==> src/rtl/can_bus_load_monitor_core_macros.svh <==
// Assertion macros used by the monitor's core module.
`ifndef CAN_BUS_LOAD_MONITOR_CORE_MACROS_SVH
`define CAN_BUS_LOAD_MONITOR_CORE_MACROS_SVH

`ifndef NO_ASSERTIONS

`define CBLM_ASSERT_NOW(label, clk, rst_n, ante, cons) \
    label: assert property (@(posedge clk) disable iff (!rst_n) (ante) |-> (cons)) \
        else $error("%m: check failed");

`define CBLM_ASSERT_NEXT(label, clk, rst_n, ante, cons) \
    label: assert property (@(posedge clk) disable iff (!rst_n) (ante) |=> (cons)) \
        else $error("%m: check failed");

`else

`define CBLM_ASSERT_NOW(label, clk, rst_n, ante, cons)

`define CBLM_ASSERT_NEXT(label, clk, rst_n, ante, cons)

`endif

`endif

==> src/rtl/cblm_pkg.sv <==
package cblm_pkg;

    localparam int WINDOW     = 5;
    localparam int PTR_W      = (WINDOW > 1) ? $clog2(WINDOW) : 1;
    localparam int SUM_W      = 32;
    localparam int INTERVAL_W = 16;
    localparam int RATE_W     = 20;
    localparam int DLC_W      = 4;
    localparam int LOAD_W     = 8;
    localparam int CFG_IDX_W  = 1;
    localparam int CFG_DATA_W = 20;

    localparam int SCALE      = 100000;
    localparam int SCALE_W    = 17;
    localparam int WIN_W      = $clog2(WINDOW + 1);
    localparam int PROD_W     = INTERVAL_W + RATE_W;
    localparam int NUM_W      = SUM_W + SCALE_W;
    localparam int DEN_W      = PROD_W + WIN_W;
    localparam int QUOT_W     = LOAD_W;
    localparam int CMP_W      = ((NUM_W > DEN_W + QUOT_W) ? NUM_W : DEN_W + QUOT_W) + 1;
    localparam int DIV_STEPS  = QUOT_W + 1;
    localparam int CNT_W      = $clog2(DIV_STEPS);

    localparam logic [INTERVAL_W-1:0] INTERVAL_RESET = INTERVAL_W'(1000);
    localparam logic [RATE_W-1:0]     RATE_RESET     = RATE_W'(500000);

    localparam logic [SUM_W-1:0] STD_FRAME_BITS = SUM_W'(47);
    localparam logic [SUM_W-1:0] EXT_FRAME_BITS = SUM_W'(67);
    localparam logic [DLC_W-1:0] MAX_DATA_BYTES = DLC_W'(8);

    localparam logic KIND_FRAME = 1'b0;
    localparam logic KIND_TICK  = 1'b1;

    localparam logic [CFG_IDX_W-1:0] CFG_INTERVAL_MS = CFG_IDX_W'(0);
    localparam logic [CFG_IDX_W-1:0] CFG_BIT_RATE    = CFG_IDX_W'(1);

    typedef struct packed {
        logic             kind;
        logic [DLC_W-1:0] dlc;
        logic             extended_id;
    } in_item_t;

    typedef struct packed {
        logic [SUM_W-1:0]  window_bits;
        logic [LOAD_W-1:0] load_percent;
    } out_item_t;

    typedef struct packed {
        logic             rd_en;
        logic [PTR_W-1:0] rd_addr;
        logic             wr_en;
        logic [PTR_W-1:0] wr_addr;
        logic [SUM_W-1:0] wr_data;
    } ram_req_t;

    typedef enum logic [2:0] {
        ST_IDLE,
        ST_UPDATE,
        ST_SCALE,
        ST_START,
        ST_DIVIDE,
        ST_RESULT
    } cblm_state_t;

    function automatic logic [SUM_W-1:0] frame_bits(input logic [DLC_W-1:0] dlc,
                                                    input logic ext);
        logic [DLC_W-1:0] bytes;
        logic [SUM_W-1:0] base;
        bytes = (dlc > MAX_DATA_BYTES) ? MAX_DATA_BYTES : dlc;
        base  = ext ? EXT_FRAME_BITS : STD_FRAME_BITS;
        return base + (SUM_W'(bytes) << 3);
    endfunction

endpackage

==> src/rtl/cblm_slot_ram.sv <==
module cblm_slot_ram (
    input  logic                           clk,
    input  logic                           rst_n,
    input  cblm_pkg::ram_req_t             req,
    output logic [cblm_pkg::SUM_W-1:0]     rd_data
);

    logic [cblm_pkg::SUM_W-1:0]  slot_mem [cblm_pkg::WINDOW];
    logic [cblm_pkg::WINDOW-1:0] vld_reg;
    logic                        rd_vld_reg;
    logic [cblm_pkg::SUM_W-1:0]  rd_data_reg;

    always_ff @(posedge clk)
    begin
        if (req.wr_en)
        begin
            slot_mem[req.wr_addr] <= req.wr_data;
        end
        if (req.rd_en)
        begin
            rd_data_reg <= slot_mem[req.rd_addr];
        end
    end

    // Entries never written since reset read as zero.
    always_ff @(posedge clk or negedge rst_n)
    begin
        if (!rst_n)
        begin
            vld_reg    <= '0;
            rd_vld_reg <= 1'b0;
        end
        else
        begin
            if (req.wr_en)
            begin
                vld_reg[req.wr_addr] <= 1'b1;
            end
            if (req.rd_en)
            begin
                rd_vld_reg <= vld_reg[req.rd_addr];
            end
        end
    end

    assign rd_data = rd_vld_reg ? rd_data_reg : '0;

endmodule

==> src/rtl/cblm_divider.sv <==
module cblm_divider (
    input  logic                            clk,
    input  logic                            rst_n,
    input  logic                            start,
    input  logic [cblm_pkg::NUM_W-1:0]      num,
    input  logic [cblm_pkg::DEN_W-1:0]      den,
    output logic                            done,
    output logic [cblm_pkg::QUOT_W-1:0]     quot
);

    logic                             busy_reg;
    logic                             done_reg;
    logic [cblm_pkg::CNT_W-1:0]       cnt_reg;
    logic [cblm_pkg::CMP_W-1:0]       rem_reg;
    logic [cblm_pkg::CMP_W-1:0]       dsh_reg;
    logic [cblm_pkg::QUOT_W:0]        q_reg;
    logic [cblm_pkg::CMP_W:0]         diff;
    logic                             take;

    assign diff = {1'b0, rem_reg} - {1'b0, dsh_reg};
    assign take = !diff[cblm_pkg::CMP_W];

    always_ff @(posedge clk or negedge rst_n)
    begin
        if (!rst_n)
        begin
            busy_reg <= 1'b0;
            done_reg <= 1'b0;
            cnt_reg  <= '0;
        end
        else
        begin
            done_reg <= 1'b0;
            if (start)
            begin
                busy_reg <= 1'b1;
                cnt_reg  <= cblm_pkg::CNT_W'(cblm_pkg::DIV_STEPS - 1);
            end
            else if (busy_reg)
            begin
                if (cnt_reg == '0)
                begin
                    busy_reg <= 1'b0;
                    done_reg <= 1'b1;
                end
                else
                begin
                    cnt_reg <= cnt_reg - 1'b1;
                end
            end
        end
    end

    // The top quotient bit marks a quotient of 256 or more.
    always_ff @(posedge clk)
    begin
        if (start)
        begin
            rem_reg <= cblm_pkg::CMP_W'(num);
            dsh_reg <= cblm_pkg::CMP_W'(den) << cblm_pkg::QUOT_W;
            q_reg   <= '0;
        end
        else if (busy_reg)
        begin
            rem_reg <= take ? diff[cblm_pkg::CMP_W-1:0] : rem_reg;
            dsh_reg <= dsh_reg >> 1;
            q_reg   <= {q_reg[cblm_pkg::QUOT_W-1:0], take};
        end
    end

    assign done = done_reg;
    assign quot = q_reg[cblm_pkg::QUOT_W] ? '1 : q_reg[cblm_pkg::QUOT_W-1:0];

endmodule

==> src/rtl/can_bus_load_monitor_core.sv <==
// Channel  Signals                              Direction
// in       in_valid, in_ready, in_data          frame or tick request into the block
// out      out_valid, out_ready, out_data       one result per tick request
// cfg      cfg_valid, cfg_ready, cfg_index/data register write, always ready
//
// A frame request updates the period count as soon as it is taken.
// A tick request walks the update, scale, start, divide and result states, the nine-step
// divider for the load being the longest; no new request is taken until it is back in idle.
// The window slots sit in a memory with a registered read; unwritten slots read as zero.
// All control state clears on rst_n; no clearing pass is needed.
// A finished result waits in the output register while new requests are taken.
`include "can_bus_load_monitor_core_macros.svh"

module can_bus_load_monitor_core (
    input  logic                                clk,
    input  logic                                rst_n,
    input  logic                                in_valid,
    output logic                                in_ready,
    input  cblm_pkg::in_item_t                  in_data,
    output logic                                out_valid,
    input  logic                                out_ready,
    output cblm_pkg::out_item_t                 out_data,
    input  logic                                cfg_valid,
    output logic                                cfg_ready,
    input  logic [cblm_pkg::CFG_IDX_W-1:0]      cfg_index,
    input  logic [cblm_pkg::CFG_DATA_W-1:0]     cfg_data
);

    cblm_pkg::cblm_state_t                state_reg;
    cblm_pkg::cblm_state_t                state_next;

    logic [cblm_pkg::INTERVAL_W-1:0]      interval_reg;
    logic [cblm_pkg::RATE_W-1:0]          rate_reg;
    logic [cblm_pkg::SUM_W-1:0]           period_bits_reg;
    logic [cblm_pkg::SUM_W-1:0]           closed_reg;
    logic [cblm_pkg::SUM_W-1:0]           sum_reg;
    logic [cblm_pkg::SUM_W-1:0]           sum_next;
    logic [cblm_pkg::PTR_W-1:0]           slot_ptr_reg;
    logic [cblm_pkg::PTR_W-1:0]           slot_ptr_next;
    logic [cblm_pkg::PROD_W-1:0]          prod_reg;
    logic [cblm_pkg::NUM_W-1:0]           num_reg;
    logic [cblm_pkg::DEN_W-1:0]           den_reg;
    logic                                 out_valid_reg;
    cblm_pkg::out_item_t                  out_data_reg;

    cblm_pkg::ram_req_t                   ram_req;
    logic [cblm_pkg::SUM_W-1:0]           ram_rd_data;
    logic                                 div_start;
    logic                                 div_done;
    logic [cblm_pkg::QUOT_W-1:0]          div_quot;

    logic                                 in_accept;
    logic                                 tick_accept;
    logic                                 frame_accept;
    logic                                 upd_en;
    logic                                 scale_en;
    logic                                 out_load;

    assign in_accept    = in_valid && in_ready;
    assign tick_accept  = in_accept && (in_data.kind == cblm_pkg::KIND_TICK);
    assign frame_accept = in_accept && (in_data.kind == cblm_pkg::KIND_FRAME);
    assign cfg_ready    = 1'b1;

    always_comb
    begin
        state_next = state_reg;
        unique case (state_reg)
            cblm_pkg::ST_IDLE:
            begin
                if (tick_accept)
                begin
                    state_next = cblm_pkg::ST_UPDATE;
                end
            end
            cblm_pkg::ST_UPDATE: state_next = cblm_pkg::ST_SCALE;
            cblm_pkg::ST_SCALE:  state_next = cblm_pkg::ST_START;
            cblm_pkg::ST_START:  state_next = cblm_pkg::ST_DIVIDE;
            cblm_pkg::ST_DIVIDE:
            begin
                if (div_done)
                begin
                    state_next = cblm_pkg::ST_RESULT;
                end
            end
            cblm_pkg::ST_RESULT:
            begin
                if (!out_valid_reg || out_ready)
                begin
                    state_next = cblm_pkg::ST_IDLE;
                end
            end
            default: state_next = cblm_pkg::ST_IDLE;
        endcase
    end

    always_comb
    begin
        in_ready        = 1'b0;
        upd_en          = 1'b0;
        scale_en        = 1'b0;
        div_start       = 1'b0;
        out_load        = 1'b0;
        ram_req.rd_en   = 1'b0;
        ram_req.rd_addr = slot_ptr_reg;
        ram_req.wr_en   = 1'b0;
        ram_req.wr_addr = slot_ptr_reg;
        ram_req.wr_data = closed_reg;
        unique case (state_reg)
            cblm_pkg::ST_IDLE:
            begin
                in_ready      = 1'b1;
                ram_req.rd_en = tick_accept;
            end
            cblm_pkg::ST_UPDATE:
            begin
                upd_en        = 1'b1;
                ram_req.wr_en = 1'b1;
            end
            cblm_pkg::ST_SCALE:  scale_en  = 1'b1;
            cblm_pkg::ST_START:  div_start = 1'b1;
            cblm_pkg::ST_DIVIDE: ;
            cblm_pkg::ST_RESULT: out_load  = !out_valid_reg || out_ready;
            default: ;
        endcase
    end

    assign sum_next      = sum_reg - ram_rd_data + closed_reg;
    assign slot_ptr_next = (slot_ptr_reg == cblm_pkg::PTR_W'(cblm_pkg::WINDOW - 1)) ?
                           '0 : slot_ptr_reg + 1'b1;

    always_ff @(posedge clk or negedge rst_n)
    begin
        if (!rst_n)
        begin
            state_reg       <= cblm_pkg::ST_IDLE;
            interval_reg    <= cblm_pkg::INTERVAL_RESET;
            rate_reg        <= cblm_pkg::RATE_RESET;
            period_bits_reg <= '0;
            sum_reg         <= '0;
            slot_ptr_reg    <= '0;
            out_valid_reg   <= 1'b0;
        end
        else
        begin
            state_reg <= state_next;
            if (cfg_valid && cfg_ready)
            begin
                unique case (cfg_index)
                    cblm_pkg::CFG_INTERVAL_MS:
                        interval_reg <= cfg_data[cblm_pkg::INTERVAL_W-1:0];
                    cblm_pkg::CFG_BIT_RATE:
                        rate_reg <= cfg_data[cblm_pkg::RATE_W-1:0];
                endcase
            end
            if (frame_accept)
            begin
                period_bits_reg <= period_bits_reg +
                                   cblm_pkg::frame_bits(in_data.dlc, in_data.extended_id);
            end
            else if (tick_accept)
            begin
                period_bits_reg <= '0;
            end
            if (upd_en)
            begin
                sum_reg      <= sum_next;
                slot_ptr_reg <= slot_ptr_next;
            end
            if (out_load)
            begin
                out_valid_reg <= 1'b1;
            end
            else if (out_ready)
            begin
                out_valid_reg <= 1'b0;
            end
        end
    end

    always_ff @(posedge clk)
    begin
        if (tick_accept)
        begin
            closed_reg <= period_bits_reg;
        end
        if (upd_en)
        begin
            prod_reg <= cblm_pkg::PROD_W'(interval_reg) * cblm_pkg::PROD_W'(rate_reg);
        end
        if (scale_en)
        begin
            num_reg <= cblm_pkg::NUM_W'(sum_reg) * cblm_pkg::NUM_W'(cblm_pkg::SCALE);
            den_reg <= cblm_pkg::DEN_W'(prod_reg) * cblm_pkg::DEN_W'(cblm_pkg::WINDOW);
        end
        if (out_load)
        begin
            out_data_reg.window_bits  <= sum_reg;
            out_data_reg.load_percent <= div_quot;
        end
    end

    assign out_valid = out_valid_reg;
    assign out_data  = out_data_reg;

    cblm_slot_ram u_slot_ram (
        .clk     (clk),
        .rst_n   (rst_n),
        .req     (ram_req),
        .rd_data (ram_rd_data)
    );

    cblm_divider u_divider (
        .clk   (clk),
        .rst_n (rst_n),
        .start (div_start),
        .num   (num_reg),
        .den   (den_reg),
        .done  (div_done),
        .quot  (div_quot)
    );

    `CBLM_ASSERT_NEXT(a_tick_closes_period, clk, rst_n, tick_accept,
        (state_reg == cblm_pkg::ST_UPDATE) && (period_bits_reg == '0))
    `CBLM_ASSERT_NOW(a_result_from_sequence, clk, rst_n, $rose(out_valid_reg),
        $past(state_reg == cblm_pkg::ST_RESULT))
    `CBLM_ASSERT_NOW(a_slot_ptr_in_range, clk, rst_n, 1'b1,
        slot_ptr_reg <= cblm_pkg::PTR_W'(cblm_pkg::WINDOW - 1))

endmodule
==> config.mk <==
export PLATFORM = sky130hd
export DESIGN_NAME = can_bus_load_monitor_core
export DESIGN_NICKNAME = d
export VERILOG_FILES = /design/src/rtl/cblm_pkg.sv /design/src/rtl/cblm_slot_ram.sv /design/src/rtl/cblm_divider.sv /design/src/rtl/can_bus_load_monitor_core.sv
export VERILOG_INCLUDE_DIRS = /design/src /design/src/rtl
export SDC_FILE = /design/constraint.sdc
export NUM_CORES = 2
export LEC_CHECK = 0
export ABC_AREA = 1
export BUFFER_PORTS_ARGS = -buffer_cell sky130_fd_sc_hd__buf_2
export CAP_MARGIN = 40
export CORE_ASPECT_RATIO = 1.25
export CORE_MARGIN = 10
export CORE_UTILIZATION = 45
export DETAILED_ROUTE_END_ITERATION = 8
export SLEW_MARGIN = 20
export SYNTH_ARGS = -nofsm -noshare
export SYNTH_HDL_FRONTEND = slang
export SYNTH_SLANG_ARGS = --single-unit
==> constraint.sdc <==
create_clock -name clk -period 5.6 [get_ports clk]
set_input_delay 0.84 -clock clk [delete_from_list [all_inputs] [get_ports clk]]
set_output_delay 0.84 -clock clk [all_outputs]
set_load 0.03 [all_outputs]
==> results_dict.tcl <==
set metrics [dict create \
    run_status "completed" \
    ys.warnings.count 0 \
    place_congestion 0.981 \
    overflow 0 \
    whs_path_depth 2 \
    hold_viol 0 \
    crit_arrival_ns 5.87 \
    worst_pin_slew_ns 0.800 \
    nFillCells 10417 \
    netlist.area_leader.share 0.284 \
    muxShareOfSynthArea 0.000905 \
    critPathMostFrequentCell "fa_1" \
    coreArea_mm2 0.110 \
    min_period_ns 5.48 \
    crit_path_end_kind "flip-flop" \
    cts-buffers-inserted 68 \
    r2r_slack_ns 0.12 \
    initial_core_util 0.453 \
    synth_top_area_cell "edfxtp_1" \
    maxCapViolCount 0 \
    timing.rr.start "rate_reg[5]" \
    dp_hpwl_um 106000 \
    fin_nets 6778 \
    finClkSkew_ns 0.0413 \
    met1_length_um 56900 \
    worst_path_max_delay_cell "fa_2" \
    num_vias 38085 \
    finalSetupViolCount 0 \
    grt_pass1_wl_um 212000 \
    die-area_mm2 0.124 \
    synth_top_family_by_area "adder cells" \
    avgSynthCellArea_um2 8.76 \
    viasPerCell 5.13 \
    start_kind "flip-flop" \
    maxUsedRoutingLayer "met4" \
    pin_count 75 \
    root_buffer "clkbuf_16" \
    grt_use_total 0.211 \
    largest_reg_flops 160 \
    grt_setup_unrepaired "true" \
    path_max_fanout 6 \
    yosys-top-cells-area "edfxtp_1 28%, fa_1 16%, ha_1 11%, nand2_1 11%, inv_1 8.5%" \
    cts_tree "built" \
    grt_pass1_vias 39268 \
    port_buffers 73 \
    die_w_um 317 \
    worst_r2r_path_depth 19 \
    maxSlewHeadroom 0.466 \
    rows 136 \
    path_cells "buf_4, nand2_1, fa_1, inv_1, fa_1, fa_2, fa_1, fa_1, inv_1, fa_1, inv_1, ha_4, nand2_1, o21ai_1, buf_4, a21o_1, a21oi_2, nand2_1, xor2_1" \
    dr_wl_met3_um 5180 \
    htreeDepth 3 \
    critPathMaxStageDelay_ns 0.60 \
    synth-seq-cells 608 \
    min_from "cfg_data[17]" \
    ys.flop_type "edfxtp_1" \
    grt_max_degree 84 \
    area_growth_pct 13.6 \
    yosysSeqAreaShare 0.352 \
    synth_xor_area_frac 0.0241 \
    hold_class "primary input to flip-flop" \
    synthDistinctLibCells 60 \
    synth_compound_area_frac 0.0817 \
    routed_wl_um 132000 \
    synth_enable_flop_cells 471 \
    path_class "flip-flop to flip-flop" \
    cts.sinks 608 \
    syn_nets 6543 \
    fin_setup_tns_ns 0 \
    hold_end "rate_reg[17]" \
    clock.fmax_mhz 182 \
    synth_area_mm2 0.0498 \
    clk_latency_ns 0.68 \
    clkTransAtPathRegs_ns 0.06 \
    cts_max_path_buffers 3 \
    drt_pass1_iterations 6 \
    r2r-end "prod_reg[31]" \
    antenna_found_initial 2 \
    die_h_um 392 \
    wl_met2_um 66400 \
    drive_above_1_share 0.113 \
    drv_slew 0 \
    drt_iter0_markers 2501 \
    synth_async_sr_flop_share 0.196 \
    synth_fa_ha_area_frac 0.268 \
    synthCells 5684 \
    num_antenna_cells 0 \
    crit_required_ns 5.99 \
    synth-simple-area-share 0.176 \
    route.detailed.drc 0 \
    wire_per_inst_um 17.8 \
    min_period_over_period 0.979 \
    ant_nets 0 \
]
==> metrics by stage <==
step	utilization	hold WS [ns]	worst slack (ns)	cells	instance area, um^2
after detailed placement	0.483	0.451	-0.194	7265	53100
after global routing	0.514	0.416	-0.131	7420	56500
after CTS	0.505	0.236	0.00189	7393	55500
after floorplan	-	0.427	-0.0110	5684	49800
after global placement	0.482	0.452	-0.0803	7259	52900
final	0.514	0.434	0.118	7420	56500
==> routing by layer <==
layer | global-route usage | vias up
li1 | - | 18611
met1 | 0.264 | 18375
met2 | 0.378 | 862
met3 | 0.0239 | 237
met4 | 0.0673 | 0
met5 | 0 | -
==> kinds of logic after synthesis <==
logic type      after synthesis
mux                           4
compound gates              700
fa+ha+maj                   827
simple gates               2120
buf+inv                    1287
flops                       608
other cells                   1
xor+xnor                    137
==> timing repair <==
action / in CTS / in global routing
pin swaps: 1 / 53
resized for setup: 21 / 178
hold endpoints to repair: 0 / 10
endpoints found under the setup margin: 14 / 25
hold buffers: 0 / 1
setup buffers: 6 / 23
==> worst max-delay path by stage <==
stage | from | endpoint | slack (ns) | cells past startpoint
after floorplan | rate_reg[7] | prod_reg[29] | -0.01 | 25
after CTS | interval_reg[2] | prod_reg[34] | 0.002 | 21
after detailed placement | rate_reg[11] | prod_reg[34] | -0.19 | 22
final | rate_reg[5] | prod_reg[31] | 0.12 | 19
after global placement | rate_reg[9] | prod_reg[34] | -0.08 | 19
after global routing | interval_reg[7] | prod_reg[28] | -0.13 | 22
==> placed cells by master (no fill, tap or decap), drive strengths merged, types with 15 or more instances in the layout <==
cell    count
nor4       15
ha        432
o21ai     267
nor3       54
edfxtp    471
nand4      65
nor2      333
nand3     194
clkbuf     89
o31ai      41
inv      1149
a21o       20
clkinv     22
xnor2      52
buf       301
nand2    1416
a22oi      31
xor2       85
dfrtp     106
fa        395
or2        27
dfxtp      18
a21oi     258
o21bai     30
==> cell usage after synthesis (all sizes together) (65+ instances only) <==
| master | number |
|---|---|
| nand2 | 1416 |
| inv | 1147 |
| edfxtp | 471 |
| ha | 432 |
| fa | 395 |
| nor2 | 333 |
| o21ai | 267 |
| a21oi | 258 |
| nand3 | 194 |
| clkbuf | 108 |
| dfrtp | 106 |
| xor2 | 85 |
| nand4 | 65 |
==> layout make-up <==
| cell class | count | area, um^2 | share of cell area |
|---|---|---|---|
| clock buffers | 88 | 1840 | 0.0325 |
| well taps | 1449 | 1810 | 0.0321 |
| flip-flops and latches | 608 | 17500 | 0.310 |
| inverters | 1149 | 4310 | 0.0763 |
| multi-input cells | 3789 | 28200 | 0.498 |
| repair buffers | 303 | 2430 | 0.0430 |
| clock inverters | 34 | 454 | 0.00804 |
==> critical path, delay by kind of cell, from the launching register on <==
family	cells	cell delay (ns)
flip-flops	1	0.59
adder cells (fa/ha/maj)	7	3.26
XOR/XNOR	1	0.13
AND/OR/NAND/NOR	3	0.34
buffers and inverters	5	0.46
AO/OA/AOI/OAI	3	0.44
Power is left out: the tool's default activity adds up to more than one toggle a clock period on the data nets, which glitch-free logic cannot reach.
